## src/rtl/core/assert_macros.svh

```systemverilog
// Assertion helpers shared by the RTL.
`ifndef ASSERT_MACROS_SVH
`define ASSERT_MACROS_SVH

`ifndef NO_ASSERTIONS

// Same-cycle implication, checked out of reset.
`define ASSERT_IMPL(label, clk, rst_n, ante, cons) \
    label: assert property (@(posedge clk) disable iff (!(rst_n)) (ante) |-> (cons)) \
        else $error("assertion failed");

// Next-cycle implication, checked out of reset.
`define ASSERT_NEXT(label, clk, rst_n, ante, cons) \
    label: assert property (@(posedge clk) disable iff (!(rst_n)) (ante) |=> (cons)) \
        else $error("assertion failed");

`else

`define ASSERT_IMPL(label, clk, rst_n, ante, cons)
`define ASSERT_NEXT(label, clk, rst_n, ante, cons)

`endif

`endif

```

## src/rtl/core/grle_pkg.sv

```systemverilog
package grle_pkg;

    localparam int COUNT_BITS = 16;

    // Decimal path is wide enough for the five-digit limit.
    localparam int DEC_W     = 17;
    localparam int DIGIT_MAX = 99999;
    localparam int CNT_W     = (COUNT_BITS < DEC_W) ? COUNT_BITS : DEC_W;

    localparam logic [CNT_W-1:0] COUNT_CAP = (COUNT_BITS < DEC_W) ?
        CNT_W'((64'd1 << COUNT_BITS) - 64'd1) : CNT_W'(DIGIT_MAX);

    localparam logic [7:0] NEWLINE_BYTE = 8'd10;
    localparam logic [7:0] HEADER_MARK  = 8'd62;
    localparam logic [7:0] DEFAULT_GAP  = 8'd45;
    localparam logic [7:0] ASCII_ZERO   = 8'd48;

    // Position of a decimal digit, 0 is the units digit.
    localparam int POS_W = 3;

    typedef struct packed {
        logic [CNT_W-1:0] count;   // pending gap count to print, zero for none
        logic [7:0]       data;    // byte that closes the request
    } job_t;

    function automatic logic [DEC_W-1:0] pow10(input logic [POS_W-1:0] pos);
        logic [DEC_W-1:0] p;
        case (pos)
            3'd0:    p = DEC_W'(1);
            3'd1:    p = DEC_W'(10);
            3'd2:    p = DEC_W'(100);
            3'd3:    p = DEC_W'(1000);
            3'd4:    p = DEC_W'(10000);
            default: p = DEC_W'(1);
        endcase
        return p;
    endfunction

endpackage

```

## src/rtl/core/grle_classify.sv

```systemverilog
module grle_classify (
    input  logic              aclk,
    input  logic              aresetn,
    input  logic              cfg_we,
    input  logic [7:0]        cfg_wdata,
    input  logic              accept,
    input  logic [7:0]        in_byte,
    output logic              job_valid,
    output grle_pkg::job_t    job
);
    import grle_pkg::*;

    logic [7:0]       gap_char_reg;
    logic [CNT_W-1:0] run_count_reg;
    logic             in_header_reg;
    logic             at_line_start_reg;

    logic is_nl;
    logic hdr_start;
    logic is_gap;
    logic flush;

    always_comb begin
        is_nl     = (in_byte == NEWLINE_BYTE);
        hdr_start = !is_nl && at_line_start_reg && (in_byte == HEADER_MARK);
        is_gap    = !is_nl && !hdr_start && !in_header_reg && (in_byte == gap_char_reg);
        flush     = !in_header_reg && !hdr_start && !is_gap;
        job_valid = !is_gap;
        job.count = flush ? run_count_reg : '0;
        job.data  = in_byte;
    end

    always_ff @(posedge aclk) begin
        if (!aresetn) begin
            gap_char_reg      <= DEFAULT_GAP;
            run_count_reg     <= '0;
            in_header_reg     <= 1'b0;
            at_line_start_reg <= 1'b1;
        end else begin
            if (cfg_we) begin
                gap_char_reg <= cfg_wdata;
            end
            if (accept) begin
                if (is_nl) begin
                    in_header_reg     <= 1'b0;
                    at_line_start_reg <= 1'b1;
                end else begin
                    at_line_start_reg <= 1'b0;
                    if (hdr_start) begin
                        in_header_reg <= 1'b1;
                    end
                end
                // Clear on flush, saturate while counting.
                if (flush) begin
                    run_count_reg <= '0;
                end else if (is_gap && (run_count_reg < COUNT_CAP)) begin
                    run_count_reg <= run_count_reg + CNT_W'(1);
                end
            end
        end
    end

endmodule

```

## src/rtl/core/grle_emit.sv

```systemverilog
module grle_emit (
    input  logic              aclk,
    input  logic              aresetn,
    input  logic              job_in_valid,
    input  grle_pkg::job_t    job_in,
    output logic              job_ready,
    output logic              m_tvalid,
    input  logic              m_tready,
    output logic [7:0]        m_tdata,   // [7:0] out_byte
    output logic              m_tlast
);
    import grle_pkg::*;

    logic             job_valid_reg;
    logic             job_dig_reg;
    logic [CNT_W-1:0] job_rem_reg;
    logic [POS_W-1:0] job_pos_reg;
    logic [7:0]       job_byte_reg;

    logic             m_valid_reg;
    logic [7:0]       m_data_reg;
    logic             m_last_reg;

    logic             out_load;
    logic             take_byte;
    logic [DEC_W-1:0] rem_ext;
    logic [DEC_W-1:0] p10;
    logic [DEC_W-1:0] sub;
    logic [3:0]       digit;
    logic [DEC_W-1:0] cnt_ext;
    logic [POS_W-1:0] load_pos;

    always_comb begin
        out_load  = !m_valid_reg || m_tready;
        take_byte = job_valid_reg && !job_dig_reg && out_load;
        job_ready = !job_valid_reg || take_byte;

        // Leading digit by parallel compares against the multiples of the power.
        rem_ext = DEC_W'(job_rem_reg);
        p10     = pow10(job_pos_reg);
        digit   = 4'd0;
        sub     = '0;
        for (int k = 1; k <= 9; k++) begin
            if (rem_ext >= DEC_W'(k) * p10) begin
                digit = 4'(k);
                sub   = DEC_W'(k) * p10;
            end
        end

        cnt_ext = DEC_W'(job_in.count);
        if (cnt_ext >= DEC_W'(10000)) begin
            load_pos = 3'd4;
        end else if (cnt_ext >= DEC_W'(1000)) begin
            load_pos = 3'd3;
        end else if (cnt_ext >= DEC_W'(100)) begin
            load_pos = 3'd2;
        end else if (cnt_ext >= DEC_W'(10)) begin
            load_pos = 3'd1;
        end else begin
            load_pos = 3'd0;
        end
    end

    always_ff @(posedge aclk) begin
        if (!aresetn) begin
            job_valid_reg <= 1'b0;
            m_valid_reg   <= 1'b0;
        end else begin
            if (out_load) begin
                m_valid_reg <= job_valid_reg;
                if (job_valid_reg && job_dig_reg) begin
                    m_data_reg  <= ASCII_ZERO + {4'd0, digit};
                    m_last_reg  <= 1'b0;
                    job_rem_reg <= CNT_W'(rem_ext - sub);
                    if (job_pos_reg == '0) begin
                        job_dig_reg <= 1'b0;
                    end else begin
                        job_pos_reg <= job_pos_reg - POS_W'(1);
                    end
                end else begin
                    m_data_reg <= job_byte_reg;
                    m_last_reg <= 1'b1;
                end
            end
            // Load the next request once the current one has sent its byte.
            if (job_in_valid && job_ready) begin
                job_valid_reg <= 1'b1;
                job_rem_reg   <= job_in.count;
                job_pos_reg   <= load_pos;
                job_dig_reg   <= (job_in.count != '0);
                job_byte_reg  <= job_in.data;
            end else if (take_byte) begin
                job_valid_reg <= 1'b0;
            end
        end
    end

    assign m_tvalid = m_valid_reg;
    assign m_tdata  = m_data_reg;
    assign m_tlast  = m_last_reg;

endmodule

```

## src/rtl/core/gap_run_length_encoder.sv

```systemverilog
// A request's first result goes through the request registers, then the output register, to m_tdata.
// Throughput: one byte per cycle while no gap count is printing and m_tready is high;
// a byte that flushes a gap count of d digits is sent after those d digits and holds
// s_tready low while the digit unit walks the count one decimal place per cycle, as m_tready allows.
// Reset (aresetn low, synchronous): gap_char back to '-', count zero, line start,
// request and output registers empty.
`include "assert_macros.svh"

module gap_run_length_encoder (
    input  logic       aclk,
    input  logic       aresetn,
    input  logic       cfg_we,
    input  logic [7:0] cfg_wdata,
    input  logic       s_tvalid,
    output logic       s_tready,
    input  logic [7:0] s_tdata,    // [7:0] in_byte
    output logic       m_tvalid,
    input  logic       m_tready,
    output logic [7:0] m_tdata,    // [7:0] out_byte
    output logic       m_tlast
);
    import grle_pkg::*;

    logic  accept;
    logic  job_valid;
    job_t  job;
    logic  job_ready;

    assign s_tready = job_ready;
    assign accept   = s_tvalid && job_ready;

    grle_classify u_classify (
        .aclk      (aclk),
        .aresetn   (aresetn),
        .cfg_we    (cfg_we),
        .cfg_wdata (cfg_wdata),
        .accept    (accept),
        .in_byte   (s_tdata),
        .job_valid (job_valid),
        .job       (job)
    );

    grle_emit u_emit (
        .aclk         (aclk),
        .aresetn      (aresetn),
        .job_in_valid (s_tvalid && job_valid),
        .job_in       (job),
        .job_ready    (job_ready),
        .m_tvalid     (m_tvalid),
        .m_tready     (m_tready),
        .m_tdata      (m_tdata),
        .m_tlast      (m_tlast)
    );

    // A result that is not the last of its request is an ASCII digit.
    `ASSERT_IMPL(a_digit_ascii, aclk, aresetn, m_tvalid && !m_tlast, (m_tdata >= 8'd48) && (m_tdata <= 8'd57))
    // A digit is always followed by another result right away.
    `ASSERT_NEXT(a_digit_follow, aclk, aresetn, m_tvalid && !m_tlast, m_tvalid)

endmodule
```

## config.mk

```make
export PLATFORM = sky130hd
export DESIGN_NAME = gap_run_length_encoder
export DESIGN_NICKNAME = d
export VERILOG_FILES = /design/src/rtl/core/grle_pkg.sv /design/src/rtl/core/grle_classify.sv /design/src/rtl/core/grle_emit.sv /design/src/rtl/core/gap_run_length_encoder.sv
export VERILOG_INCLUDE_DIRS = /design/src /design/src/rtl/core
export SDC_FILE = /design/constraint.sdc
export NUM_CORES = 1
export LEC_CHECK = 0
export BUFFER_PORTS_ARGS = -buffer_cell sky130_fd_sc_hd__buf_2
export CAP_MARGIN = 15
export CORE_ASPECT_RATIO = 0.7
export CORE_MARGIN = 1.5
export CORE_UTILIZATION = 35
export DETAILED_ROUTE_END_ITERATION = 12
export PLACE_DENSITY = 0.51
export SYNTH_ARGS = -nofsm -noshare
export SYNTH_HDL_FRONTEND = slang
export SYNTH_SLANG_ARGS = --single-unit
```

## constraint.sdc

```tcl
create_clock -name aclk -period 9.2 [get_ports aclk]
set_clock_uncertainty 0.15 [all_clocks]
set_input_delay 1.84 -clock aclk [delete_from_list [all_inputs] [get_ports aclk]]
set_output_delay 1.84 -clock aclk [all_outputs]
set_load 0.02 [all_outputs]
```

**After elaboration in Yosys (flattened, before gate mapping)**

Index checks and enable logic that the tools add are counted.

- Bits in registers: 65
- Bits in latches: 0
- RAM bits: 0
- Memory bits (read-only): 0
- Input bits: 21
- Output and inout bits: 11
- Word-level logic and storage cells: 125
- Memories: 0

- Add/sub/neg operators: 4
- $mul: 5
- Div/mod/pow operators: 0
- Order comparisons: 14
- Equality and inequality tests: 8
- Shift-type cells: 0
- Mux-type cells: 44
- Bitwise gates (word level): 0
- Reduce and logical (&&, ||, !) cells: 38

Operators with widths:

| operator | count |
|---|---|
| $mux 16 | 13 |
| $ge 16x17->1 | 6 |
| $pmux 14 s4 | 1 |
| $mul 3x14->17 const A | 2 |
| $mux 3 | 11 |
| $mul 2x14->16 const A | 2 |
| $mul 4x14->17 const A | 1 |
| $add 16x1->16 const B | 1 |
| $ge 16x10->1 const B | 1 |
| $ge 16x14->1 | 1 |
| $ge 16x14->1 const B | 1 |
| $ge 16x15->1 | 1 |
| $ge 16x16->1 | 1 |
| $ge 16x4->1 const B | 1 |
| $ge 16x7->1 const B | 1 |
| $lt 16x16->1 const B | 1 |
| $reduce_bool 16->1 | 1 |
| $sub 16x16->16 | 1 |
| $mux 15 | 1 |
| $logic_and 1x1->1 | 14 |
| $mux 14 | 1 |
| $mux 1 | 12 |
| $reduce_bool 2->1 | 6 |
| $eq 8x4->1 const B | 1 |
| 17 further kinds | 31 |

**Logic depth before layout (Yosys ltp)**

- Depth in word-level cells: 17
- Depth in mapped cells: 40
- Mapped depth without buffers: 36

**Hierarchy**

From an unflattened synthesis, not the netlist that was laid out.

- Cells, all modules: 1068
- Area, all modules: 8888.5 sq um

By module, submodules not included:

| module | instances | cells an instance | area each (sq um) | sequential area each (sq um) |
|---|---|---|---|---|
| grle_emit | 1 | 846 | 7003.0 | 1151.1 |
| grle_classify | 1 | 220 | 1873.0 | 520.5 |
| gap_run_length_encoder | 1 | 2 | 12.5 | 0.0 |

**Worst setup path after synthesis**

No wires, ideal clock.

- Path kind: reg2reg
- Start point: reg u_emit.job_pos_reg[0]
- End point: reg u_emit.job_rem_reg[12], data pin
- Setup time: 0.267 ns
- Arrival: 7.107 ns
- Data required time: 8.783 ns
- Slack: 1.676 ns
- Cell stages (with the launch flop): 35
- Path buffers: 0
- Period minus slack after synthesis: 7.524 ns
- Path through: edfxtp_1 > ha_1 > nand2_1 > inv_1 > nor2_1 > inv_1 > ha_1 > ha_1 > a21oi_1 > nand2_1 > a21o_1 > a21oi_1 > xor2_1 > ha_1 > and4b_1 > and3_1 > a2111oi_2 > a311oi_2 > nor2_4 > inv_2 > a21oi_1 > o311a_1 > nor2_1 > ha_1 > inv_1 > fa_1 > a21o_1 > a21oi_1 > nor2b_1 > o21a_1 > o211a_1 > or3_1 > a21oi_1 > xor2_1 > o21ai_0

- Cells in the longest elaborated chain, start to end: 16
- Elaborated cells between the ends (all ways): 32
- Classes of those cells: 1 x add/sub; 5 x mul; 9 x order compare; 4 x eq/ne; 13 x mux

Ends and longest elaborated chain:

| what | line | source |
|---|---|---|
| start: declaration | grle_emit.sv:17 | `logic [POS_W-1:0] job_pos_reg;` |
| start signal: assignment | grle_emit.sv:78 | `job_pos_reg <= job_pos_reg - POS_W'(1);` |
| start signal: assignment | grle_emit.sv:89 | `job_pos_reg <= load_pos;` |
| $eq 3x3->1, or another cell as far along | grle_pkg.sv:28 | `case (pos)` |
| $pmux 14 s4 (*) | grle_pkg.sv:28 |  |
| branches (longest 9 deep; another with $ge 16x17->1) | n/a |  |
| $mux 16 (*) | grle_emit.sv:44 | `if (rem_ext >= DEC_W'(k) * p10) begin` |
| $sub 16x16->16 (*) | grle_emit.sv:74 | `job_rem_reg <= CNT_W'(rem_ext - sub);` |
| $mux 16 (*) | grle_emit.sv:71 | `if (job_valid_reg && job_dig_reg) begin` |
| $mux 16 (*) | grle_emit.sv:69 | `if (out_load) begin` |
| $mux 16 (*) | grle_emit.sv:86 | `if (job_in_valid && job_ready) begin` |
| end signal: assignment | grle_emit.sv:74 |  |
| end signal: assignment | grle_emit.sv:88 | `job_rem_reg <= job_in.count;` |
| end: declaration | grle_emit.sv:16 | `logic [CNT_W-1:0] job_rem_reg;` |

Mark *: on every way between the ends. The select of a mux whose other input is x is not followed.
A chain may end at the register's enable or synchronous reset.

**Worst setup path after layout**

- Start point: reg u_emit.job_pos_reg[0]
- End point: reg u_emit.job_rem_reg[15], data pin

The elaborated chain is that of the path after synthesis.

==> impl_metrics.tcl <==
set metrics [dict create \
    status "complete, no violations" \
    min_period_ns 8.30 \
    max_stage_delay_ns 0.42 \
    setup_viol 0 \
    synth_top_family_by_area "adder cells" \
    vias 7471 \
    syn_to_final_growth_pct 10.9 \
    cts_tree "built" \
    port_buffers 31 \
    end_kind "flip-flop" \
    drtIter0Drc 664 \
    drtPass1Iterations 6 \
    place_congestion 1.01 \
    synth-adder-area-share_pct 24.6 \
    yosys.area_share.simple_pct 19.6 \
    antennaDiodeCount 0 \
    avgSynthCellArea_um2 8.48 \
    drive_above_1_share_pct 10.0 \
    crit_path_top_delay_cell "nor2_4" \
    relSlewSlack_pct 33.9 \
    cts_resized 0 \
    postCtsHoldBufs 0 \
    layout.nets 1153 \
    tightest_slew_ns 0.986 \
    mostFrequentLayoutCell "ha_1" \
    leakagePower_nw 3.76 \
    cts_buffers 9 \
    clkSlewWorstSetupHoldPaths_ns 0.06 \
    grt_antenna_before_repair 0 \
    pwr_density_cell_nw_per_um2 182 \
    start_kind "flip-flop" \
    yosysTopAreaCell "ha_1" \
    synth_seq_area_share_pct 20.9 \
    synth_area_leaders "ha_1 22%, edfxtp_1 14%, dfxtp_1 7.0%" \
    drt-total-wl_um 27000 \
    ys_ff_latch 65 \
    synth_top_cell_area_share_pct 22.2 \
    crit_top_cell "ha_1" \
    yosysWarnings 0 \
    hold_violations 0 \
    clock.fmax_ghz 0.120 \
    netlist_instances 942 \
    synth-compound-area-share_pct 22.9 \
    final_cell_mix "142 x ha_1, 80 x nand2_1, 76 x nor2_1, 68 x a21oi_1, 51 x o21ai_0" \
    worstHoldPathType "flip-flop to flip-flop" \
    synth-edff-count 37 \
    worst_slack_ns 0.895 \
    final-max-slew-violation-count 0 \
    grt_max_degree 25 \
    syn_area_um2 7990 \
    peakVddDrop_mv 0.0935 \
    worstSkewPairLatency_ns 0.33 \
    synth-xor-area-share_pct 5.81 \
    grt_pass1_vias 6929 \
    routed_via_density 5.76 \
    hpwl_um 21100 \
    drc 0 \
    rsz0062_at_grt "false" \
    synth-async-reset-ratio_pct 0 \
    postCtsSetupBuffers 0 \
    rows 46 \
    ios 32 \
    clockBufferDepth 2 \
    grt_pass1_wl_um 41600 \
    max_cap_violations 0 \
    die_h_um 129 \
    cp_max_fo 14 \
    initial_core_util_pct 35.5 \
    path_class "flip-flop to flip-flop" \
    cp.arrival_ns 8.24 \
    pre_cts_slack_ns 1.05 \
    cts_sinks 65 \
    wl_per_cell_um 20.8 \
    min_period_over_period_pct 90.3 \
    grt.overflow.total 0 \
    final_antenna_net_count 0 \
    die_w_um 184 \
    total_power_w 0.00161 \
    setup_tns_ns 0 \
    htreeDepth 3 \
    core_um2 22500 \
    synth_mux_area_share_pct 1.78 \
    utilization_pct 39.4 \
    synth_cell_types 85 \
    required_ns 9.14 \
    die_area_um2 23800 \
    root_buffer "clkbuf_16" \
    synth_flop_cell "edfxtp_1" \
    grt_util_all_layers_pct 23.1 \
]
-- worst max-delay path: cells and delay by family, from the launching register on --
| family | cells | cell delay (ns) |
|---|---|---|
| xor+xnor | 3 | 0.47 |
| fa+ha+maj | 5 | 1.49 |
| flops | 1 | 0.38 |
| buf+inv | 6 | 0.95 |
| simple gates | 6 | 1.17 |
| compound gates | 15 | 3.43 |
-- metal layers --
layer | up-vias | track usage [%] | part of all wire (%)
met3 | 44 | 8.60 | 11
met1 | 3480 | 35.0 | 51
met2 | 343 | 30.3 | 36
met4 | 0 | 5.21 | 1.9
li1 | 3604 | - | -
met5 | - | 0 | 0
-- synth_stat cells, types with 9 or more instances --
cell type	number
ha_1	142
nand2_1	80
nor2_1	76
a21oi_1	68
o21ai_0	51
inv_1	45
edfxtp_1	37
xnor2_1	35
dfxtp_1	28
nand3_1	25
a21o_1	23
clkbuf_1	19
nand4_1	19
nor3_1	18
xor2_1	18
nand2b_1	16
a31oi_1	14
mux2i_1	12
o221ai_1	12
a211oi_1	11
nor2b_1	10
or3_1	10
and3_1	9
fa_1	9
-- power breakdown --
part           total, W  switching, W  internal (W)  leakage, nW
logic          0.000873      0.000524      0.000349         3.04
clock network  0.000336      0.000128      0.000209        0.139
registers      0.000405     0.0000624      0.000343        0.580
total           0.00161      0.000714      0.000901         3.76
-- stage by stage --
stage               instance area [µm²]  hold WS [ns]  instances
floorplan                          8020         0.268        949
global placement                   8560         0.284       1282
detailed placement                 8560         0.292       1282
CTS                                8860         0.305       1298
global route                       8860         0.347       1298
finish                             8860         0.300       1298
-- worst paths after layout --
check,from,endpoint,slack [ns],cells past startpoint
setup / recovery,u_emit.job_pos_reg[0],u_emit.job_rem_reg[15],0.90,35
setup reg to reg,u_emit.job_pos_reg[0],u_emit.job_rem_reg[15],0.90,35
hold / removal,u_classify.at_line_start_reg,u_classify.at_line_start_reg,0.30,1
hold reg to reg,u_classify.at_line_start_reg,u_classify.at_line_start_reg,0.30,1
-- cells by family (layout without fill, tap and decap cells) --
logic type / count (synthesis) / count (layout)
other: 2 / 9
multiplexers: 14 / 14
adder cells (fa/ha/maj): 152 / 152
XOR/XNOR: 53 / 53
AO/OA/AOI/OAI: 267 / 267
flip-flops: 65 / 65
AND/OR/NAND/NOR: 309 / 309
buffers and inverters: 80 / 117
-- area by class of cell --
cell class | instances | area, µm²
inverters | 50 | 188
multi-input cells | 804 | 6010
well taps | 312 | 390
clock buffers | 9 | 225
fillers | 2305 | 13600
clock inverters | 7 | 71.3
flip-flops and latches | 65 | 1670
repair buffers | 51 | 305
(Power assumes the default switching activity.)
